`src/rtl/core/iepm_pkg.sv`:
```
// package for the paged eeprom i2c master: types, codes and constants
`timescale 1ns / 1ps

package iepm_pkg;

    localparam int PAGE_BYTES = 128;
    localparam int PAGE_BITS  = $clog2(PAGE_BYTES);

    localparam logic [1:0] CMD_TICK    = 2'd0;
    localparam logic [1:0] CMD_WRITE   = 2'd1;
    localparam logic [1:0] CMD_READ    = 2'd2;
    localparam logic [1:0] CMD_UNKNOWN = 2'd3;

    localparam logic [1:0] REG_TWO_BYTE  = 2'd0;
    localparam logic [1:0] REG_ACK_TIME  = 2'd1;
    localparam logic [1:0] REG_PAGE_WAIT = 2'd2;

    localparam logic [7:0] DEV_WRITE = 8'hA0;
    localparam logic [7:0] DEV_READ  = 8'hA1;

    // word entering the queue between front and back
    typedef struct packed {
        logic        is_tick;
        logic        is_read;
        logic [15:0] address;
        logic [7:0]  data;
        logic        final_byte;
        logic        sda;
    } iepm_item_t;

    // configuration shared with the engine
    typedef struct packed {
        logic        two_byte;
        logic [7:0]  ack_ticks;
        logic [23:0] page_ticks;
    } iepm_cfg_t;

    // one bus tick result
    typedef struct packed {
        logic       scl_level;
        logic       sda_pull_low;
        logic [7:0] read_byte;
        logic       read_valid;
        logic       byte_done;
        logic       no_ack_error;
        logic       engine_busy;
    } iepm_res_t;

endpackage

```
`src/rtl/core/iepm_front.sv`:
```
// front part: config registers, command decode and a two-entry word queue
`timescale 1ns / 1ps

module iepm_front
    import iepm_pkg::*;
(
    input  logic        clk,
    input  logic        rst_n,
    input  logic        s_axis_tvalid,
    output logic        s_axis_tready,
    input  logic [31:0] s_axis_tdata,
    input  logic [1:0]  s_axis_tuser,
    input  logic        s_axis_tlast,
    input  logic        cfg_valid,
    output logic        cfg_ready,
    input  logic [1:0]  cfg_index,
    input  logic [23:0] cfg_data,
    output iepm_cfg_t   cfg,
    output logic        q_valid,
    input  logic        q_ready,
    output iepm_item_t  q_item
);

    iepm_cfg_t  cfg_reg;
    iepm_item_t mem_reg [2];
    logic       wr_ptr_reg, rd_ptr_reg;
    logic [1:0] count_reg;
    logic       push, pop;
    logic [1:0] cmd;
    iepm_item_t item;

    assign cfg_ready = 1'b1;
    assign cfg       = cfg_reg;

    // configuration writes
    always_ff @(posedge clk or negedge rst_n)
    begin
        if (!rst_n)
        begin
            cfg_reg.two_byte   <= 1'b1;
            cfg_reg.ack_ticks  <= 8'd250;
            cfg_reg.page_ticks <= 24'd10000;
        end
        else if (cfg_valid)
        begin
            unique case (cfg_index)
                REG_TWO_BYTE:  cfg_reg.two_byte   <= cfg_data[0];
                REG_ACK_TIME:  cfg_reg.ack_ticks  <= cfg_data[7:0];
                REG_PAGE_WAIT: cfg_reg.page_ticks <= cfg_data;
                default: ;
            endcase
        end
    end

    // classify: unknown commands are dropped here
    assign cmd             = s_axis_tuser;
    assign item.is_tick    = (cmd == CMD_TICK);
    assign item.is_read    = (cmd == CMD_READ);
    assign item.address    = s_axis_tdata[15:0];
    assign item.data       = s_axis_tdata[23:16];
    assign item.final_byte = s_axis_tlast;
    assign item.sda        = s_axis_tdata[24];

    assign s_axis_tready = (count_reg != 2'd2);
    assign push = s_axis_tvalid && s_axis_tready && (cmd != CMD_UNKNOWN);
    assign pop  = q_valid && q_ready;

    assign q_valid = (count_reg != 2'd0);
    assign q_item  = mem_reg[rd_ptr_reg];

    // queue storage
    always_ff @(posedge clk)
    begin
        if (push)
        begin
            mem_reg[wr_ptr_reg] <= item;
        end
    end

    // queue pointers
    always_ff @(posedge clk or negedge rst_n)
    begin
        if (!rst_n)
        begin
            wr_ptr_reg <= 1'b0;
            rd_ptr_reg <= 1'b0;
            count_reg  <= 2'd0;
        end
        else
        begin
            if (push)
            begin
                wr_ptr_reg <= ~wr_ptr_reg;
            end
            if (pop)
            begin
                rd_ptr_reg <= ~rd_ptr_reg;
            end
            count_reg <= count_reg + {1'b0, push} - {1'b0, pop};
        end
    end

endmodule

```
`src/rtl/core/iepm_engine.sv`:
```
// back part: bus phase engine with an output register stage
`timescale 1ns / 1ps

module iepm_engine
    import iepm_pkg::*;
(
    input  logic       clk,
    input  logic       rst_n,
    input  iepm_cfg_t  cfg,
    input  logic       q_valid,
    output logic       q_ready,
    input  iepm_item_t q_item,
    output logic       res_valid,
    input  logic       res_ready,
    output iepm_res_t  res
);

    localparam logic [4:0] P_IDLE = 5'd0, P_ST_FALL = 5'd1, P_ST_LOW = 5'd2,
        P_RS_PREP = 5'd3, P_RS_HIGH = 5'd4, P_TX_SETUP = 5'd5, P_TX_HIGH = 5'd6,
        P_ACK_SETUP = 5'd7, P_ACK_HIGH = 5'd8, P_RX_LOW = 5'd9, P_RX_HIGH = 5'd10,
        P_MA_SETUP = 5'd11, P_MA_HIGH = 5'd12, P_WAIT_NEXT = 5'd13,
        P_SP_LOW = 5'd14, P_SP_HIGH = 5'd15, P_SP_REL = 5'd16, P_PAGE_WAIT = 5'd17;
    localparam logic [2:0] S_DEV = 3'd0, S_AHI = 3'd1, S_ALO = 3'd2,
        S_DEVR = 3'd3, S_DATA = 3'd4;

    logic [4:0]  phase_reg, phase_next;
    logic [2:0]  stage_reg, stage_next;
    logic [3:0]  bit_reg, bit_next;
    logic [7:0]  shift_reg, shift_next;
    logic [15:0] naddr_reg, naddr_next;
    logic        open_reg, open_next, rd_reg, rd_next, drop_reg, drop_next;
    logic        hv_reg, hv_next, hr_reg, hr_next, hf_reg, hf_next;
    logic [15:0] ha_reg, ha_next;
    logic [7:0]  hd_reg, hd_next;
    logic [7:0]  ackc_reg, ackc_next;
    logic [23:0] pwc_reg, pwc_next;
    logic        ov_reg;
    iepm_res_t   o_reg, o;
    logic        take, tick, last;
    logic [15:0] inc_addr;
    logic [7:0]  timeout;

    assign q_ready = !ov_reg || res_ready;
    assign take    = q_valid && q_ready;
    assign tick    = take && q_item.is_tick;
    assign res_valid = ov_reg;
    assign res     = o_reg;
    assign timeout = (cfg.ack_ticks == 8'd0) ? 8'd1 : cfg.ack_ticks;

    // phase sequencer
    always_comb
    begin
        phase_next = phase_reg; stage_next = stage_reg; bit_next = bit_reg;
        shift_next = shift_reg; naddr_next = naddr_reg; open_next = open_reg;
        rd_next = rd_reg; drop_next = drop_reg; hv_next = hv_reg; hr_next = hr_reg;
        hf_next = hf_reg; ha_next = ha_reg; hd_next = hd_reg;
        ackc_next = ackc_reg; pwc_next = pwc_reg;
        o = '0;
        inc_addr = ha_reg + 16'd1;
        last = hf_reg || (inc_addr[PAGE_BITS-1:0] == '0);
        if (take && !q_item.is_tick)
        begin
            if (!hv_reg)
            begin
                hv_next = 1'b1; hr_next = q_item.is_read; ha_next = q_item.address;
                hd_next = q_item.data; hf_next = q_item.final_byte;
            end
        end
        else if (tick)
        begin
            if (drop_reg && hv_reg)
            begin
                o.byte_done = 1'b1; o.no_ack_error = 1'b1;
                if (hf_reg) drop_next = 1'b0;
                hv_next = 1'b0;
            end
            unique case (phase_reg) inside
                P_IDLE:
                    if (hv_next)
                    begin
                        open_next = 1'b1; rd_next = hr_reg; naddr_next = ha_reg;
                        shift_next = cfg.two_byte ? DEV_WRITE
                                   : (DEV_WRITE | {4'd0, ha_reg[10:8], 1'b0});
                        stage_next = S_DEV; phase_next = P_ST_FALL;
                    end
                P_ST_FALL: phase_next = P_ST_LOW;
                P_ST_LOW:
                begin
                    bit_next = 4'd0; phase_next = P_TX_SETUP;
                end
                P_RS_PREP: phase_next = P_RS_HIGH;
                P_RS_HIGH: phase_next = P_ST_FALL;
                P_TX_SETUP: phase_next = P_TX_HIGH;
                P_TX_HIGH:
                begin
                    shift_next = {shift_reg[6:0], 1'b0};
                    bit_next = bit_reg + 4'd1;
                    if (bit_next >= 4'd8)
                    begin
                        ackc_next = 8'd0; phase_next = P_ACK_SETUP;
                    end
                    else phase_next = P_TX_SETUP;
                end
                P_ACK_SETUP: phase_next = P_ACK_HIGH;
                P_ACK_HIGH:
                    if (!q_item.sda)
                    begin
                        bit_next = 4'd0;
                        unique case (stage_reg) inside
                            S_DEV:
                            begin
                                phase_next = P_TX_SETUP;
                                if (cfg.two_byte)
                                begin
                                    shift_next = ha_reg[15:8]; stage_next = S_AHI;
                                end
                                else
                                begin
                                    shift_next = ha_reg[7:0]; stage_next = S_ALO;
                                end
                            end
                            S_AHI:
                            begin
                                shift_next = ha_reg[7:0]; stage_next = S_ALO;
                                phase_next = P_TX_SETUP;
                            end
                            S_ALO, S_DEVR:
                                if (stage_reg == S_ALO && rd_reg)
                                begin
                                    shift_next = DEV_READ; stage_next = S_DEVR;
                                    phase_next = P_RS_PREP; bit_next = bit_reg;
                                end
                                else
                                begin
                                    stage_next = S_DATA;
                                    shift_next = rd_reg ? 8'd0 : hd_reg;
                                    phase_next = rd_reg ? P_RX_LOW : P_TX_SETUP;
                                end
                            default:
                            begin
                                bit_next = bit_reg;
                                o.byte_done = 1'b1; naddr_next = inc_addr;
                                hv_next = 1'b0;
                                if (last)
                                begin
                                    open_next = 1'b0; phase_next = P_SP_LOW;
                                end
                                else phase_next = P_WAIT_NEXT;
                            end
                        endcase
                    end
                    else
                    begin
                        if (ackc_reg != 8'd255) ackc_next = ackc_reg + 8'd1;
                        if (ackc_next >= timeout)
                        begin
                            o.byte_done = 1'b1; o.no_ack_error = 1'b1;
                            drop_next = hv_next && !hf_reg;
                            hv_next = 1'b0; open_next = 1'b0;
                            phase_next = P_SP_LOW;
                        end
                    end
                P_RX_LOW: phase_next = P_RX_HIGH;
                P_RX_HIGH:
                begin
                    shift_next = {shift_reg[6:0], q_item.sda};
                    bit_next = bit_reg + 4'd1;
                    phase_next = (bit_next >= 4'd8) ? P_MA_SETUP : P_RX_LOW;
                end
                P_MA_SETUP: phase_next = P_MA_HIGH;
                P_MA_HIGH:
                begin
                    o.read_byte = shift_reg; o.read_valid = 1'b1;
                    o.byte_done = 1'b1; naddr_next = inc_addr; hv_next = 1'b0;
                    if (last)
                    begin
                        open_next = 1'b0; phase_next = P_SP_LOW;
                    end
                    else phase_next = P_WAIT_NEXT;
                end
                P_WAIT_NEXT:
                    if (hv_next)
                    begin
                        if (hr_reg == rd_reg && ha_reg == naddr_reg)
                        begin
                            bit_next = 4'd0; stage_next = S_DATA;
                            shift_next = rd_reg ? 8'd0 : hd_reg;
                            phase_next = rd_reg ? P_RX_LOW : P_TX_SETUP;
                        end
                        else
                        begin
                            open_next = 1'b0; phase_next = P_SP_LOW;
                        end
                    end
                P_SP_LOW: phase_next = P_SP_HIGH;
                P_SP_HIGH:
                begin
                    pwc_next = cfg.page_ticks; phase_next = P_SP_REL;
                end
                P_SP_REL, P_PAGE_WAIT:
                    if (pwc_reg == 24'd0) phase_next = P_IDLE;
                    else
                    begin
                        pwc_next = pwc_reg - 24'd1; phase_next = P_PAGE_WAIT;
                    end
                default: phase_next = P_IDLE;
            endcase
            // line drive from the new phase
            unique case (phase_next) inside
                P_ST_FALL:  begin o.scl_level = 1'b1; o.sda_pull_low = 1'b1; end
                P_ST_LOW:   begin o.scl_level = 1'b0; o.sda_pull_low = 1'b1; end
                P_TX_SETUP: begin o.scl_level = 1'b0; o.sda_pull_low = ~shift_next[7]; end
                P_TX_HIGH:  begin o.scl_level = 1'b1; o.sda_pull_low = ~shift_next[7]; end
                P_RS_PREP, P_ACK_SETUP, P_RX_LOW, P_WAIT_NEXT:
                    begin o.scl_level = 1'b0; o.sda_pull_low = 1'b0; end
                P_MA_SETUP: begin o.scl_level = 1'b0; o.sda_pull_low = ~last; end
                P_MA_HIGH:  begin o.scl_level = 1'b1; o.sda_pull_low = ~last; end
                P_SP_LOW:   begin o.scl_level = 1'b0; o.sda_pull_low = 1'b1; end
                P_SP_HIGH:  begin o.scl_level = 1'b1; o.sda_pull_low = 1'b1; end
                default:    begin o.scl_level = 1'b1; o.sda_pull_low = 1'b0; end
            endcase
            o.engine_busy = (phase_next != P_IDLE);
        end
    end

    // engine state
    always_ff @(posedge clk or negedge rst_n)
    begin
        if (!rst_n)
        begin
            phase_reg <= P_IDLE; stage_reg <= S_DEV; bit_reg <= 4'd0;
            shift_reg <= 8'd0; naddr_reg <= 16'd0; open_reg <= 1'b0;
            rd_reg <= 1'b0; drop_reg <= 1'b0; hv_reg <= 1'b0; hr_reg <= 1'b0;
            hf_reg <= 1'b0; ha_reg <= 16'd0; hd_reg <= 8'd0;
            ackc_reg <= 8'd0; pwc_reg <= 24'd0; ov_reg <= 1'b0;
        end
        else
        begin
            phase_reg <= phase_next; stage_reg <= stage_next; bit_reg <= bit_next;
            shift_reg <= shift_next; naddr_reg <= naddr_next; open_reg <= open_next;
            rd_reg <= rd_next; drop_reg <= drop_next; hv_reg <= hv_next;
            hr_reg <= hr_next; hf_reg <= hf_next; ha_reg <= ha_next;
            hd_reg <= hd_next; ackc_reg <= ackc_next; pwc_reg <= pwc_next;
            if (tick) ov_reg <= 1'b1;
            else if (res_ready) ov_reg <= 1'b0;
        end
    end

    // result register
    always_ff @(posedge clk)
    begin
        if (tick)
        begin
            o_reg <= o;
        end
    end

endmodule

```
`src/rtl/core/i2c_eeprom_paged_master.sv`:
```
// top level of the paged eeprom i2c master
//
// channel  | dir | handshake               | payload
// s_axis   | in  | s_axis_tvalid/tready    | tuser (cmd), tdata, tlast (final_byte)
// m_axis   | out | m_axis_tvalid/tready    | tdata (line drive and status)
// cfg      | in  | cfg_valid/cfg_ready     | cfg_index, cfg_data
//
// one word per cycle while the queue has room; every word but an unknown
// command passes a two-entry queue, and the engine registers the result of
// each tick word in its result register, which presents it on m_axis
// the engine does one bus phase per tick word
// reset is asynchronous active low and puts the bus idle with lines released
// a stalled output holds its word; the queue keeps taking words until full
`timescale 1ns / 1ps

module i2c_eeprom_paged_master
    import iepm_pkg::*;
(
    input  logic        clk,
    input  logic        rst_n,
    input  logic        s_axis_tvalid,
    output logic        s_axis_tready,
    input  logic [31:0] s_axis_tdata,  // address, write_byte, sda_sample
    input  logic [1:0]  s_axis_tuser,  // cmd
    input  logic        s_axis_tlast,  // final_byte
    output logic        m_axis_tvalid,
    input  logic        m_axis_tready,
    output logic [15:0] m_axis_tdata,  // scl_level, sda_pull_low, read_byte,
                                       // read_valid, byte_done, no_ack_error,
                                       // engine_busy
    input  logic        cfg_valid,
    output logic        cfg_ready,
    input  logic [1:0]  cfg_index,
    input  logic [23:0] cfg_data
);

    iepm_cfg_t  cfg;
    logic       q_valid, q_ready;
    iepm_item_t q_item;
    iepm_res_t  res;

    iepm_front u_front (
        .clk, .rst_n, .s_axis_tvalid, .s_axis_tready, .s_axis_tdata, .s_axis_tuser,
        .s_axis_tlast, .cfg_valid, .cfg_ready, .cfg_index, .cfg_data, .cfg,
        .q_valid, .q_ready, .q_item
    );

    iepm_engine u_engine (
        .clk, .rst_n, .cfg, .q_valid, .q_ready, .q_item,
        .res_valid(m_axis_tvalid), .res_ready(m_axis_tready), .res
    );

    assign m_axis_tdata = {2'b00, res.engine_busy, res.no_ack_error, res.byte_done,
                           res.read_valid, res.read_byte, res.sda_pull_low,
                           res.scl_level};

`ifndef SYNTHESIS
    // a received byte always completes a request byte
    a_read_done: assert property (@(posedge clk) disable iff (!rst_n)
        m_axis_tvalid && m_axis_tdata[10] |-> m_axis_tdata[11])
        else $error("read without byte done");
    // idle result releases both lines
    a_idle_lines: assert property (@(posedge clk) disable iff (!rst_n)
        m_axis_tvalid && !m_axis_tdata[13] |-> m_axis_tdata[0] && !m_axis_tdata[1])
        else $error("idle with lines driven");
    // ack error only with byte done
    a_err_done: assert property (@(posedge clk) disable iff (!rst_n)
        m_axis_tvalid && m_axis_tdata[12] |-> m_axis_tdata[11])
        else $error("error without byte done");
`endif

endmodule
```
`config.mk`:
```
export PLATFORM = sky130hd
export DESIGN_NAME = i2c_eeprom_paged_master
export DESIGN_NICKNAME = d
export VERILOG_FILES = /design/src/rtl/core/iepm_pkg.sv /design/src/rtl/core/iepm_front.sv /design/src/rtl/core/iepm_engine.sv /design/src/rtl/core/i2c_eeprom_paged_master.sv
export SDC_FILE = /design/constraint.sdc
export NUM_CORES = 1
export LEC_CHECK = 0
export BUFFER_PORTS_ARGS = -buffer_cell sky130_fd_sc_hd__buf_2
export CAP_MARGIN = 5
export CELL_PAD_IN_SITES_DETAIL_PLACEMENT = 0
export CELL_PAD_IN_SITES_GLOBAL_PLACEMENT = 1
export CORE_MARGIN = 3
export CORE_UTILIZATION = 40
export CTS_BUF_LIST = sky130_fd_sc_hd__clkbuf_8
export CTS_CLUSTER_DIAMETER = 200
export DETAILED_ROUTE_END_ITERATION = 8
export PLACE_DENSITY = 0.76
export SETUP_SLACK_MARGIN = 0.02
export SYNTH_ARGS = -nofsm -noshare
export SYNTH_HDL_FRONTEND = slang
export SYNTH_SLANG_ARGS = --single-unit
```
`constraint.sdc`:
```
create_clock -name clk -period 11.8 [get_ports clk]
set_input_delay 0.59 -clock clk [delete_from_list [all_inputs] [get_ports clk]]
set_output_delay 0.59 -clock clk [all_outputs]
set_load 0.01 [all_outputs]
```
# Yosys cells after proc, flatten, opt, wreduce, memory -nomap -nowiden
# Memories as Yosys holds them, arrays and structs flattened.
# Cells that the tools add are included.
[word_totals]
regBits = 149
mem_bits_rw = 56
inputBits = 66
out_inout_bits = 19
word_cells = 236
memories = 1
[memory_table]
columns = ["memory", "words", "word_bits", "rd", "rd_clocked_by_memory_dff", "wr", "line", "source"]
rows = [
  ["u_front.mem_reg", 2, 28, 1, 0, 1, "iepm_front.sv:25", "iepm_item_t mem_reg [2];"],
]
[op_classes]
add_sub_neg = 6
magnitude_cmp = 2
n_eq_ne = 57
mux = 83
bitwise = 7
reduce_logical = 51
[op_table]
columns = ["cell", "n"]
rows = [
  ["8-bit 2-to-1 mux", 17],
  ["5-bit case mux with 17 select lines", 1],
  ["5-bit by 4-bit == test with 1-bit output (second input constant)", 14],
  ["16-bit 2-to-1 mux", 3],
  ["16-bit case mux with 3 select lines", 1],
  ["24-bit case mux with 2 select lines", 1],
  ["5-bit 2-to-1 mux", 9],
  ["8-bit case mux with 5 select lines", 1],
  ["5-bit by 3-bit == test with 1-bit output (second input constant)", 7],
  ["24-bit logical NOT", 1],
  ["24-bit 2-to-1 mux", 1],
  ["4-bit 2-to-1 mux", 6],
  ["8-bit case mux with 3 select lines", 1],
  ["8-bit AND reduction", 3],
  ["24-bit by 1-bit subtractor with 24-bit output (second input constant)", 1],
  ["1-bit 2-to-1 mux", 22],
  ["5-bit by 2-bit == test with 1-bit output (second input constant)", 4],
  ["4-bit inequality test (second input constant)", 5],
  ["3-bit case mux with 3 select lines", 2],
  ["16-bit by 1-bit adder with 16-bit output (second input constant)", 1],
  ["16-bit == test", 1],
  ["4-bit case mux with 4 select lines", 1],
  ["8-bit case mux with 2 select lines", 1],
  ["3-bit 2-to-1 mux", 5],
  ["43 further kinds", 97],
]

# Depth between registers and ports, before layout
[logic_depth]
ltp_word = 15
depth_mapped = 15
depth_no_buf = 15

# Modules after synthesis
# From an unflattened synthesis, not the netlist that was laid out.
[hier_totals]
hier_cells = 959
area_unflattened_um2 = 10500.1
[modules_own_cells]
columns = ["module", "n_inst", "cells_per_inst", "area_per_inst_um2", "seq_area_each_um2"]
rows = [
  ["iepm_engine", 1, 770, 6864.1, 2872.8],
  ["iepm_front", 1, 186, 3617.2, 2622.5],
  ["i2c_eeprom_paged_master", 1, 3, 18.8, 0.0],
]

# Worst setup path after synthesis
# No wires, ideal clock.
[synth_timing]
path_type = "flip-flop to flip-flop"
from = "register u_engine.ackc_reg[0]"
to = "register u_engine.o_reg, in the netlist u_engine.res[13] (data pin)"
setup_ns = 0.256
arrival_ns = 3.454
required_time_ns = 11.544
path_slack_ns = 8.090
path_stages_with_launch = 14
path_buffers = 0
period_less_slack_ns = 3.710
path_cell_list = "dfrtp_1 -> ha_1 -> nand2_1 -> nor2_1 -> nand2_1 -> mux2_2 -> ha_1 -> a2111o_1 -> a31oi_1 -> o2bb2ai_1 -> nor4b_2 -> and3_4 -> o31ai_2 -> a41o_1"
[synth_via]
elab_chain_len = 15
elab_cells_between_ends = 29
cone_classes = "add/sub (1); order compare (1); eq/ne (13); mux (11); reduce/logical (3)"
[synth_lines]
columns = ["item", "line", "source"]
rows = [
  ["from (decl)", "iepm_engine.sv:35", "logic [7:0] ackc_reg, ackc_next;"],
  ["from (signal assigned)", "iepm_engine.sv:243", "hd_reg <= hd_next; ackc_reg <= ackc_next; pwc_reg <= pwc_next;"],
  ["8-bit by 1-bit adder with 8-bit output / 8-bit inequality test (equally long branches)", "iepm_engine.sv:154", "if (ackc_reg != 8'd255) ackc_next = ackc_reg + 8'd1;"],
  ["8-bit 2-to-1 mux (*)", "iepm_engine.sv:154", ""],
  ["8-bit 2-to-1 mux (*)", "iepm_engine.sv:106", "if (!q_item.sda)"],
  ["8-bit 2-to-1 mux (*)", "iepm_engine.sv:77", "unique case (phase_reg) inside"],
  ["8-bit 2-to-1 mux (*)", "iepm_engine.sv:69", "else if (tick)"],
  ["8-bit 2-to-1 mux (*)", "iepm_engine.sv:61", "if (take && !q_item.is_tick)"],
  ["8-bit >= comparator (*)", "iepm_engine.sv:155", "if (ackc_next >= timeout)"],
  ["5-bit 2-to-1 mux (*)", "iepm_engine.sv:155", ""],
  ["5-bit 2-to-1 mux (*)", "iepm_engine.sv:106", ""],
  ["5-bit case mux with 17 select lines (*)", "iepm_engine.sv:77", ""],
  ["5-bit 2-to-1 mux (*)", "iepm_engine.sv:69", ""],
  ["5-bit 2-to-1 mux (*)", "iepm_engine.sv:61", ""],
  ["5-bit by 4-bit == test with 1-bit output (no source line) (tied with other cells)", "--", ""],
  ["4-bit OR reduction / 2-bit OR reduction (equally long branches)", "--", ""],
  ["2-bit case mux with 7 select lines (*)", "iepm_engine.sv:209", "unique case (phase_next) inside"],
  ["to (signal assigned)", "iepm_engine.sv:254", "o_reg <= o;"],
  ["to (decl)", "iepm_engine.sv:38", "iepm_res_t o_reg, o;"],
]
# Mark *: on every way between the ends. The rest lies on a longest branch, timed or not. The select of a mux whose other input is x is not followed.
# A chain may end at the register's enable or synchronous reset.

# Worst setup path after layout
# Ends and elaborated chain as after synthesis.

==> impl_metrics.py <==
metrics = {
    "drt": {
        "vias": 7487,
        "top_layer": "met4",
        "routed_wl_mm": 23.22,
        "wl_met2_mm": 10.23,
        "wl_met3_mm": 1.231,
        "drtAntennaViolNets": 0,
        "drt_first_pass_iters": 5,
        "drc": 0,
        "viasPerCell": 5.359,
        "wl_per_cell_um": 16.62,
        "met1_length_mm": 11.39,
        "drt_iter0_drc": 647,
    },
    "yosys": {
        "ys_types": 72,
        "netlist_instances": 976,
        "synth_seq_cells": 205,
        "ys.flop_type": "dfrtp_1",
        "syn_area_per_cell_um2": 10.50,
        "yosysSeqAreaShare_pct": 53.61,
        "yosys.area.top_type_share_pct": 30.03,
        "ys_async_sr_fraction_pct": 65.85,
        "synth.area.top_cells": "dfrtp_1 (30%), edfxtp_1 (21%), mux2_2 (5.2%), a21oi_1 (4.4%), nor2_1 (4.0%)",
        "synth_edf_count": 70,
        "yosys.area.top_type": "dfrtp_1",
        "ys_warn_count": 0,
        "syn-cell-area_um2": 10250,
    },
    "critical_path": {
        "path_max_fanout": 9,
        "end_kind": "register",
        "cp.required_ns": 12.08,
        "critical_path_arrival_ns": 4.58,
        "critPathLaunchType": "register",
        "crit_type": "reg -> reg",
    },
    "floorplanning": {
        "core_area_um2": 24750,
        "die_y_um": 166.1,
        "row_count": 57,
        "initial_core_util_pct": 41.42,
        "dieArea_um2": 27580,
        "die_w_um": 166.1,
        "ioPinCount": 85,
    },
    "pwr": {
        "irDropWorstVdd_mv": 0.1421,
        "total_power_w": 0.002728,
        "p_seq_share_pct": 43.4,
        "switching_share_pct": 37.91,
        "power.switching_w": 0.001034,
        "p_leak_nw": 4.888,
        "clock_power_share_pct": 23.7,
        "p_per_area_nw_per_um2": 234.6,
        "intPower_w": 0.001694,
        "pwr-share-comb_pct": 32.9,
    },
    "timing": {
        "skew_ns": 0.03044,
        "fin_crit_sh_pct": 36.42,
        "holdWs_ns": 0.07770,
        "max_freq_ghz": 0.2327,
        "post-route-min-period_ns": 4.297,
        "rsz0062_at_grt": "no",
        "setup_viol": 0,
        "setup_tns_ns": 0,
        "slew_headroom_pct": 30.64,
        "worstMarginPinSlew_ns": 1.038,
        "hold_viol": 0,
        "slew_violations": 0,
    },
    "global_route": {
        "grt.overflow.total": 0,
        "antenna_found_initial": 0,
        "grt_max_degree": 71,
        "grt.total_usage_pct": 16.71,
        "grt_pass1_vias": 7246,
        "grt_pass1_wl_mm": 38.61,
    },
    "clock_network": {
        "postCtsSetupBuffers": 0,
        "cts_root_buffer": "clkbuf_8",
        "cts_buffer_depth": 3,
        "holdBufCountCts": 0,
        "cts_buffers": 36,
        "clock_latency_ns": 0.54,
        "clock-sinks": 205,
        "cts-htree-levels": 2,
        "cts_tree": "yes",
        "path_clk_slew_ns": 0.06,
        "cts_resized": 0,
    },
    "place": {
        "post-dp-hpwl_mm": 15.69,
        "globalplace.congestion": 0.8498,
        "io_buffer_count": 74,
    },
    "finish": {
        "area_delta_synth_final_pct": 13.45,
        "num_antenna_cells": 0,
        "drive_gt1_share_pct": 19.94,
        "largest_reg_flops": 56,
        "nNetsFinal": 1127,
    },
    "job": {
        "cap_violations": 0,
    },
    "status": {
        "outcome": "finished clean",
    },
    "worst_hold_path": {
        "holdCritPathClass": "in -> async",
    },
}
[cells by family after synthesis]
logic type,count (synthesis),synth area share (%)
mux,84,8.777
buf+inv,79,3.198
simple gates,321,15.05
fa+ha+maj,15,1.831
xor+xnor,44,3.760
flops,205,53.61
other cells,2,0.07327
compound gates,226,13.70
[cells in the mapped netlist, drive strengths merged (4+ instances only)]
master	number
mux2i	37
a22oi	5
inv	22
nand3b	10
a31oi	7
xnor2	16
or3	4
nand2b	14
edfxtp	70
o21ai	67
dfstp	12
a21oi	91
nand3	29
dfrtp	123
nand2	75
nor4	13
mux2	47
buf	10
xor2	28
a22o	6
and2	8
nor3	17
nor2b	7
o31ai	5
ha	15
clkbuf	46
nand4	8
nor2	110
and3	13
a221o	7
[power groups by stage]
stage	sequential [W]	combinational (W)	clock [W]
3_3_place_gp	0.00119	0.000886	0
2_1_floorplan	0.00108	0.000750	0
6_report	0.00118	0.000898	0.000646
5_1_grt	0.00122	0.00101	0.000709
4_1_cts	0.00118	0.000905	0.000668
3_5_place_dp	0.00119	0.000900	0
[metrics by stage]
step,worst slack [ns],area (um2),cells,utilization [%]
final,7.503,11630,1397,46.99
after global routing,7.276,11630,1397,46.99
after CTS,7.561,11630,1397,46.99
after detailed placement,7.567,10910,1332,44.10
after global placement,7.593,10910,1332,44.10
after floorplan,8.090,10250,977,-
[placed cells by master, fill, tap and decap left out, drive strengths merged, types with 8 or more instances in the layout]
| master | count |
|---|---|
| a21oi | 91 |
| and2 | 8 |
| and3 | 13 |
| buf | 87 |
| clkbuf | 42 |
| clkinv | 9 |
| dfrtp | 123 |
| dfstp | 12 |
| edfxtp | 70 |
| ha | 15 |
| inv | 35 |
| mux2 | 47 |
| mux2i | 37 |
| nand2 | 75 |
| nand2b | 14 |
| nand3 | 29 |
| nand3b | 10 |
| nand4 | 8 |
| nor2 | 110 |
| nor3 | 17 |
| nor4 | 13 |
| o21ai | 67 |
| xnor2 | 16 |
| xor2 | 28 |
[critical path: stages, from the launching register on]
cell and delay, ns:
dfrtp_1 0.43, ha_1 0.25, nand2_1 0.13, nor2_1 0.07, nand2_1 0.22, mux2_2 0.39, ha_1 0.29, a2111o_1 0.41
a31oi_1 0.29, o2bb2ai_1 0.11, nor4b_2 0.84, and3_4 0.35, o31ai_2 0.08, a41o_1 0.21
[cell type report]
cell class / count / area [um2]
Sequential cell: 205 / 5495
Clock buffer: 42 / 578.1
Clock inverter: 23 / 136.4
Fill cell: 2331 / 13120
Timing Repair Buffer: 87 / 474.2
Tap cell: 324 / 405.4
Inverter: 23 / 86.33
Multi-Input combinational cell: 693 / 4453
[path summary, 6_finish.rpt]
path,from,end,slack (ns),cells after the start
worst min-delay path,rst_n,u_engine.pwc_reg[10],0.08,1
min in group clk,s_axis_tdata[10],u_front.mem_reg[0][20],0.24,1
worst max register to register,u_engine.ackc_reg[0],u_engine.res[13],7.50,13
worst max-delay path,u_engine.ackc_reg[0],u_engine.res[13],7.50,13
max in group asynchronous,rst_n,u_engine.naddr_reg[2],10.35,2
worst min register to register,u_front.cfg[0],u_engine.pwc_reg[0],0.48,2
[metal layers]
layer	track usage, %	vias up
met2	24.67	174
met5	0	-
li1	-	3672
met4	4.195	0
met1	25.29	3606
met3	3.356	35
Power figures use the tool's default switching activity.
